`config.mk`:
```
export PLATFORM = sky130hd
export DESIGN_NAME = tlbt_lookup
export DESIGN_NICKNAME = d
export VERILOG_FILES = /design/src/rtl/tlbt_pkg.sv /design/src/rtl/tlbt_lookup.sv
export SDC_FILE = /design/constraint.sdc
export NUM_CORES = 1
export LEC_CHECK = 0
export BUFFER_PORTS_ARGS = -buffer_cell sky130_fd_sc_hd__buf_4
export CAP_MARGIN = 20
export CORE_AREA = 2 2 209 211
export DETAILED_ROUTE_END_ITERATION = 10
export DIE_AREA = 0 0 211 213
export PLACE_DENSITY = 0.56
export SYNTH_ARGS = -nofsm -noshare
export SYNTH_HDL_FRONTEND = slang
export SYNTH_SLANG_ARGS = --single-unit
```
`constraint.sdc`:
```
create_clock -name vclk -period 6.1
set_clock_uncertainty 0.2 [all_clocks]
set_input_delay 0.305 -clock vclk [all_inputs]
set_output_delay 0.305 -clock vclk [all_outputs]
set_load 0.02 [all_outputs]
```
`src/rtl/tlbt_pkg.sv`:
```
// shared types, constants and set index function for the tlb translate core
package tlbt_pkg;

    localparam int WAYS    = 4;
    localparam int SETS    = 16;
    localparam int ENTRIES = WAYS * SETS;
    localparam int WAY_W   = $clog2(WAYS);
    localparam int SET_W   = $clog2(SETS);
    localparam int SLOT_W  = $clog2(ENTRIES);
    localparam int ENTRY_W = 64;

    localparam logic [19:0] VPN_MASK  = 20'hFFFFF;
    localparam int          FLAG_VLD  = 0;
    localparam int          FLAG_WR   = 1;
    localparam int          FLAG_KERN = 2;
    localparam int          FLAG_UNC  = 3;
    localparam int          FLAG_GLB  = 4;

    typedef enum logic [1:0] {
        OP_TRANSLATE = 2'd0,
        OP_WRITE     = 2'd1,
        OP_PROBE     = 2'd2,
        OP_READ      = 2'd3
    } t_op;

    typedef enum logic [1:0] {
        ST_OK      = 2'd0,
        ST_MISS    = 2'd1,
        ST_FAULT_R = 2'd2,
        ST_FAULT_W = 2'd3
    } t_status;

    typedef struct packed {
        t_op                op;
        logic [31:0]        virt_addr;
        logic [11:0]        asid;
        logic               is_write;
        logic               user_mode;
        logic [SLOT_W-1:0]  entry_index;
        logic [31:0]        entry_key;
        logic [31:0]        entry_flags;
    } t_item;

    typedef struct packed {
        t_status            status;
        logic [31:0]        phys_addr;
        logic               uncached;
        logic [31:0]        miss_key;
        logic [11:0]        dir_offset;
        logic [SLOT_W-1:0]  slot_out;
        logic               probe_hit;
        logic [31:0]        read_hi;
        logic [31:0]        read_lo;
    } t_result;

    // low bits of the vpn pick the set, vpn bit 19 picks the kernel half
    function automatic logic [SET_W-1:0] set_of(input logic [19:0] vpn);
        set_of = {vpn[19], vpn[SET_W-2:0]};
    endfunction

endpackage

```
`src/rtl/tlbt_lookup.sv`:
```
// way compare, fault checks, refill slot choice and result formatting for one set
module tlbt_lookup (
    input  tlbt_pkg::t_item                                  i_item,
    input  logic [tlbt_pkg::WAYS*tlbt_pkg::ENTRY_W-1:0]      i_row,
    input  logic [tlbt_pkg::WAYS-1:0]                        i_row_vld,
    input  logic [tlbt_pkg::WAY_W-1:0]                       i_refill_cnt,
    output tlbt_pkg::t_result                                o_res
);

    logic [tlbt_pkg::ENTRY_W-1:0] w_ent   [tlbt_pkg::WAYS];
    logic [tlbt_pkg::WAYS-1:0]    w_match;
    logic [tlbt_pkg::WAYS-1:0]    w_pmatch;
    logic [31:0]                  w_look;
    logic [19:0]                  w_vpn;
    logic [tlbt_pkg::WAY_W-1:0]   w_hit_way;
    logic [tlbt_pkg::WAY_W-1:0]   w_pway;
    logic [tlbt_pkg::WAY_W-1:0]   w_inv_way;
    logic                         w_any_inv;
    logic [tlbt_pkg::WAY_W-1:0]   w_refill_way;
    logic [tlbt_pkg::ENTRY_W-1:0] w_hit_ent;
    logic [31:0]                  w_hit_flags;
    logic [tlbt_pkg::SET_W-1:0]   w_tset;
    logic [tlbt_pkg::SET_W-1:0]   w_pset;
    logic [tlbt_pkg::ENTRY_W-1:0] w_rd_ent;

    assign w_vpn  = i_item.virt_addr[31:12];
    assign w_look = {i_item.asid, w_vpn};
    assign w_tset = tlbt_pkg::set_of(w_vpn);
    assign w_pset = tlbt_pkg::set_of(i_item.entry_key[19:0]);

    always_comb begin
        for (int w = 0; w < tlbt_pkg::WAYS; w++) begin
            w_ent[w]    = i_row_vld[w] ? i_row[w*tlbt_pkg::ENTRY_W +: tlbt_pkg::ENTRY_W]
                                       : '0;
            w_match[w]  = w_ent[w][tlbt_pkg::FLAG_GLB]
                        ? (w_ent[w][63:32] == {12'd0, w_look[19:0] & tlbt_pkg::VPN_MASK})
                        : (w_ent[w][63:32] == w_look);
            w_pmatch[w] = (w_ent[w][63:32] == i_item.entry_key);
        end
    end

    // lowest matching way wins, highest invalid way is the refill choice
    always_comb begin
        w_hit_way = '0;
        w_pway    = '0;
        w_inv_way = '0;
        w_any_inv = 1'b0;
        for (int w = tlbt_pkg::WAYS - 1; w >= 0; w--) begin
            if (w_match[w]) begin
                w_hit_way = tlbt_pkg::WAY_W'(w);
            end
            if (w_pmatch[w]) begin
                w_pway = tlbt_pkg::WAY_W'(w);
            end
        end
        for (int w = 0; w < tlbt_pkg::WAYS; w++) begin
            if (!w_ent[w][tlbt_pkg::FLAG_VLD]) begin
                w_inv_way = tlbt_pkg::WAY_W'(w);
                w_any_inv = 1'b1;
            end
        end
    end

    assign w_refill_way = w_any_inv ? w_inv_way : i_refill_cnt;
    assign w_hit_ent    = w_ent[w_hit_way];
    assign w_hit_flags  = w_hit_ent[31:0];
    assign w_rd_ent     = w_ent[i_item.entry_index[tlbt_pkg::WAY_W-1:0]];

    always_comb begin
        o_res = '0;
        case (i_item.op)
            tlbt_pkg::OP_TRANSLATE: begin
                if (w_match == '0) begin
                    o_res.status     = tlbt_pkg::ST_MISS;
                    o_res.miss_key   = w_look;
                    o_res.dir_offset = {w_vpn[19:10], 2'b00};
                    o_res.slot_out   = {w_tset, w_refill_way};
                end else if (!w_hit_flags[tlbt_pkg::FLAG_VLD]
                             || (w_hit_flags[tlbt_pkg::FLAG_KERN] && i_item.user_mode)) begin
                    o_res.status = i_item.is_write ? tlbt_pkg::ST_FAULT_W
                                                   : tlbt_pkg::ST_FAULT_R;
                end else if (i_item.is_write && !w_hit_flags[tlbt_pkg::FLAG_WR]) begin
                    o_res.status = tlbt_pkg::ST_FAULT_W;
                end else begin
                    o_res.status    = tlbt_pkg::ST_OK;
                    o_res.phys_addr = {w_hit_flags[24:5], i_item.virt_addr[11:0]};
                    o_res.uncached  = w_hit_flags[tlbt_pkg::FLAG_UNC];
                end
            end
            tlbt_pkg::OP_WRITE: begin
                o_res = '0;
            end
            tlbt_pkg::OP_PROBE: begin
                if (w_pmatch != '0) begin
                    o_res.slot_out  = {w_pset, w_pway};
                    o_res.probe_hit = 1'b1;
                end
            end
            tlbt_pkg::OP_READ: begin
                o_res.read_hi = w_rd_ent[63:32];
                o_res.read_lo = w_rd_ent[31:0];
            end
            default: begin
                o_res = '0;
            end
        endcase
    end

endmodule

```
## Yosys cells after proc, flatten, opt, wreduce, memory -nomap -nowiden

Cells that the tools add are included.

| operators by class | value |
|---|---|
| order comparisons | 2 |
| eq/ne operators | 14 |
| multiplexer cells | 43 |
| bitwise logic cells | 2 |
| reductions and logical operators | 8 |

Operators with widths:

| cell | count |
|---|---|
| $mux W64 | 7 |
| $bmux W64 S2 | 2 |
| $eq A32 B32 Y1 | 8 |
| $eq A32 B20 Y1 | 4 |
| $mux W33 | 3 |
| $mux W79 | 1 |
| $mux W25 | 2 |
| $mux W50 | 1 |
| $mux W2 | 14 |
| $pmux W6 S2 | 1 |
| $mux W1 | 11 |
| $mux W7 | 1 |
| $ge A3 B3 Y1 const B | 2 |
| $not A2 Y3 | 2 |
| $eq A2 B2 Y1 const B | 2 |
| $logic_not A4 Y1 | 1 |
| $reduce_bool A4 Y1 | 1 |
| $logic_and A1 B1 Y1 | 2 |
| $logic_not A1 Y1 | 2 |
| $logic_not A2 Y1 | 1 |
| $logic_or A1 B1 Y1 | 1 |

| word-level totals | value |
|---|---|
| flip-flop bits (word level) | 0 |
| bits of input ports | 380 |
| word-level logic and storage cells | 69 |

## Longest topological paths before layout

Gate-level depths: netlist of the first run.

| depth | value |
|---|---|
| depth after elaboration | 17 |
| mapped depth | 14 |
| depth with buffers taken out | 10 |

## Worst setup path before layout of the first run

OpenSTA, ideal clock, no wires.

| timing path | value |
|---|---|
| path type | input-to-output |
| start point | input i_item[76] (netlist name) |
| end point | output o_res[149] (netlist name) |
| arrival time | 3.001 ns |
| path slack | 2.594 ns |
| stages on the path | 11 |
| cells stage by stage | buf_2 -> inv_2 -> o22ai_1 -> or4_1 -> a2111oi_2 -> nand4_1 -> nor3_1 -> o21bai_1 -> a22o_1 -> or2_2 -> a21boi_0 |

RTL lines:

| item | line | RTL |
|---|---|---|
| start: declaration | tlbt_lookup.sv:3 | `input tlbt_pkg::t_item i_item,` |
| end: declaration | tlbt_lookup.sv:7 | `output tlbt_pkg::t_result o_res` |

==> reports/metrics.yaml, run 1 <==
final_common_cell: "buf_4"
yosysTopAreaCell: "o21ai_0"
crit_type: "input pin to primary output"
rsz0062_at_grt: "false"
slew_headroom_pct: 29.31
synth_cells: 1521
start_kind: "input pin"
most-common-layout-cells: "buf_4, o21ai_0, nor2_1, nand3_1, a22oi_1"
nets: 2207
power_frac_comb_pct: 100.0
cts_resized: 0
ys_seq_area_share_pct: 0
die_w_um: 211
p_per_area_nw_per_um2: 73.83
antenna_found_initial: 7
synth_area_per_cell_um2: 6.224
initial_core_util_pct: 22.17
drtIter0Drc: 1830
grt_max_degree: 66
clockPowerShare_pct: 0
p_switching_mw: 0.5880
p_int_mw: 0.3838
drive_gt1_share_pct: 30.30
p_leak_nw: 5.023
period_needed_ps: 4732
crit_required_ps: 5590
rows: 76
wirelength_um: 66510
grt.overflow.total: 0
grtUsageTotal_pct: 27.27
io_buffers: 492
wl_per_cell_um: 27.97
cap_violations: 0
dr_total_vias: 14754
dieArea_um2: 44940
ys_top_cells_by_area: "o21ai_0, a221oi_1, a22oi_1"
hold_viol_final: 0
setup_viol: 0
hold_buffers: 0
status: "complete, no violations"
yosysWarningCount: 0
hp-class: "input pin to primary output"
final_util_pct: 30.83
synth_top_area_share_pct: 9.886
area_delta_synth_final_pct: 39.04
cp.arrival_ps: 4230
detail_route.vias_per_cell: 6.204
gp_congestion: 0.9765
synth.distinct_cells: 69
dr.pass1.iters: 6
grt_pass1_vias: 13266
grt_pass1_wl_um: 91570
design.seq.count: 0
core_um2: 42700
max_freq_mhz: 211.3
dp_hpwl_um: 52070
num_io_pins: 530
worstMarginPinSlew_ps: 1060
drc: 0
fp.dieH_um: 213
seq_area_um2: 0
endpoint_kind: "primary output"
p_sw_share_pct: 60.51
postRouteAntennaNets: 0
p_seq_share_pct: 0
synth_area_um2: 9467
min_period_over_period_pct: 77.57
cts_setup_buffers: 0
timing.critical_path.fanout_max: 62
tns_ps: 0
drv_slew: 0
clockBufferCount: 0
vdd_ir_drop_max_mv: 0.05240
-- stage by stage --
step	cells	hold slack [ps]	worst slack (ps)	instance area, µm²	power (mW)
3_5_place_dp	2370	735.3	947.1	13130	0.9474
6_report	2378	736.4	1368	13160	0.9718
3_3_place_gp	2370	734.2	960.6	13130	0.9332
4_1_cts	2370	736.8	924.1	13130	0.9501
5_1_grt	2374	744.9	1094	13150	1.024
2_1_floorplan	1522	489.8	2594	9470	0.4883
-- per-layer routing --
layer / vias up / global-route usage (%) / wire (µm)
li1: 6482 / - / -
met1: 7165 / 35.60 / 26540
met2: 952 / 44.93 / 30890
met3: 153 / 4.236 / 6198
met4: 2 / 10.73 / 2869
met5: - / 0 / 13
-- power groups by stage --
stage / sequential (mW) / clock [mW] / combinational, mW
4_1_cts: 0 / 0 / 0.950
5_1_grt: 0 / 0.0000000659 / 1.02
2_1_floorplan: 0 / 0 / 0.488
3_5_place_dp: 0 / 0 / 0.947
3_3_place_gp: 0 / 0 / 0.933
6_report: 0 / 0.000000129 / 0.972
-- Yosys cell counts, drive strengths merged, types with 4 or more instances --
library cell / number
o31ai: 16
clkbuf: 151
or3: 4
o22ai: 24
nand2: 85
a22oi: 103
or4: 10
a311oi: 4
a311o: 9
nor4: 19
nor2b: 9
a21oi: 18
inv: 55
xor2: 15
a222oi: 6
nor4bb: 7
a221oi: 98
and2: 4
o2bb2ai: 4
nor3: 46
o21bai: 6
buf: 53
nor2: 129
xnor2: 86
nand3: 111
o21ai: 187
a2bb2oi: 10
o211ai: 9
a31oi: 32
and4bb: 4
nor4b: 4
nand4: 12
and3: 37
nand3b: 48
nand4b: 5
a32oi: 33
a211oi: 33
nand2b: 11
-- layout make-up --
| cell class | instances | area (µm²) |
|---|---|---|
| fillers | 4728 | 29530 |
| multi-input cells | 1263 | 8412 |
| well taps | 546 | 683.2 |
| inverters | 55 | 206.4 |
| diodes | 7 | 17.52 |
| repair buffers | 507 | 3844 |
-- worst paths after layout --
path,cells past startpoint,start,slack [ps],to
max,14,i_row_vld[1],1370,o_res[139]
min,4,i_item[89],740,o_res[121]
-- cell families (layout without fill, tap and decap cells) --
family          count (synthesis)  in the layout  synth area share (%)
compound gates                610            610                 48.33
xor+xnor                      101            101                 9.344
buf+inv                       259            562                 11.55
mux                             2              2                0.3964
other cells                     1              9               0.03961
simple gates                  548            548                 30.33
-- critical path: stages --
cell and delay [ps]:
buf_4 270, or4_1 580, nor2_1 170, a21oi_1 90
a2111oi_0 380, nand4_1 270, nor3_1 470, o21bai_1 220
a22o_1 280, o211ai_4 350, buf_12 250, buf_4 320
a31oi_4 50, buf_4 170
Note: power is estimated with default switching activity, not from simulation.
==> inputs of run 2 (changes only) <==
==> constraint.sdc (replaced) <==
create_clock -name vclk -period 4.69
set_clock_uncertainty 0.2 [all_clocks]
set_input_delay 0.2345 -clock vclk [all_inputs]
set_output_delay 0.2345 -clock vclk [all_outputs]
set_load 0.02 [all_outputs]
==> run 2 against run 1 <==
Count of clock-buffer cells in the layout unchanged. Routed wire length down 0.71%. Total power up 31%. First-iteration DRC count up 7.8%. Flip-flop and latch count unchanged. Critical path depth unchanged. Core utilization up 0.27 points. Hold slack worse by 140 ps.
==> reports/metrics.yaml, run 2 (synthesis results as in run 1) <==
crit_required_ps: 4260
crit_type: "input pin to primary output"
grtUsageTotal_pct: 27.28
drv_slew: 0
top_layer: "met4"
io_buffers: 492
cp.arrival_ps: 3660
detail_route.vias_per_cell: 6.157
wl_per_cell_um: 27.60
hold_buffers: 0
grt.overflow.total: 0
cap_violations: 0
max_freq_mhz: 244.2
setup_ws_ps: 594.9
cp_common_cell: "buf_4"
p_leak_nw: 5.099
wl_met2_um: 30180
cpPeakStageDelay_ps: 550
drtIter0Drc: 1973
grt_max_degree: 56
wirelength_um: 66040
core_um2: 42700
drive_gt1_share_pct: 30.87
area_delta_synth_final_pct: 40.27
power_frac_comb_pct: 100.0
grt_pass1_wl_um: 91590
placed_area_um2: 13250
grt_pass1_vias: 13448
p_per_area_nw_per_um2: 95.91
setup_viol: 0
final_util_pct: 31.10
antenna_found_initial: 8
timing.critical_path.fanout_max: 9
wl_met1_um: 26110
p_int_mw: 0.5061
rows: 76
clockPowerShare_pct: 0
seq_area_um2: 0
final_common_cell: "buf_4"
p_sw_share_pct: 60.26
rsz0062_at_grt: "false"
p_seq_share_pct: 0
design_area_um2: 13280
dp_hpwl_um: 53000
hp-class: "input pin to primary output"
worstMarginPinSlew_ps: 1040
slew_headroom_pct: 30.55
p_switching_mw: 0.7675
worstHoldEndpoint: "o_res[126]"
most-common-layout-cells: "buf_4, o21ai_0, nor2_1, nand3_1, a22oi_1"
critPathTopFamily: "compound AO/OA/AOI/OAI gates"
gp_congestion: 0.9806
min_period_over_period_pct: 87.32
place_inst: 2385
whs_path_depth: 4
num_io_pins: 530
period_needed_ps: 4095
dr.pass1.iters: 7
tns_ps: 0
clockBufferCount: 0
met3RoutedLength_um: 6286
vdd_ir_drop_max_mv: 0.05170
drc: 0
endpoint_kind: "primary output"
place_ws_ps: 612.2
critical_path_buf_inv_count: 4
worstHoldStart: "i_item[94]"
start_kind: "input pin"
p_total_mw: 1.274
layout.cells.non_filler: 2393
nets: 2222
hold_viol_final: 0
worst_path_max_delay_cell: "or4_1"
fp.dieH_um: 213
cts_resized: 0
status: "complete, no violations"
design.seq.count: 0
postRouteAntennaNets: 0
initial_core_util_pct: 22.17
path_cells: "buf_4 > or4_1 > nor2_1 > a21oi_1 > a2111oi_0 > nand4_1 > nor3_1 > buf_4 > o21bai_1 > a22o_1 > o211ai_4 > buf_4 > a31oi_1 > buf_4"
dieArea_um2: 44940
dr_total_vias: 14733
die_w_um: 211
whs_ps: 593.9
cts_setup_buffers: 0
[run 2: routing by layer]
layer | vias up | track usage (%)
li1 | 6510 | -
met1 | 7046 | 35.31
met2 | 1007 | 44.52
met3 | 170 | 4.045
met4 | 0 | 12.82
met5 | - | 0
[run 2: cell type report]
type	instances	area (µm²)
tap	546	683.2
timing repair buffer	522	3960
fill	4708	29420
antenna	7	17.52
inverter	55	206.4
multi-input combinational	1263	8412
[run 2: worst min-delay path: stages]
cell,delay [ps]
buf_4,110
inv_1,40
nor2_1,40
buf_4,140
[run 2: worst max-delay path by stage]
stage                  from          to  slack [ps]  cells after the start
6_report        i_item[106]  o_res[128]         590                     14
5_1_grt         i_item[106]  o_res[116]         440                     14
4_1_cts        i_row_vld[1]  o_res[128]         600                     14
3_5_place_dp   i_row_vld[1]  o_res[128]         610                     14
3_3_place_gp    i_item[106]  o_res[128]         590                     14
2_1_floorplan    i_item[76]  o_res[149]        1320                     11
[run 2: power groups by stage]
stage,Sequential (mW),Clock (mW),Combinational (mW)
detailed placement,0,0,1.24
floorplan,0,0,0.635
finish,0,0.000000200,1.27
global placement,0,0,1.22
global route,0,0.000000143,1.34
CTS,0,0,1.24
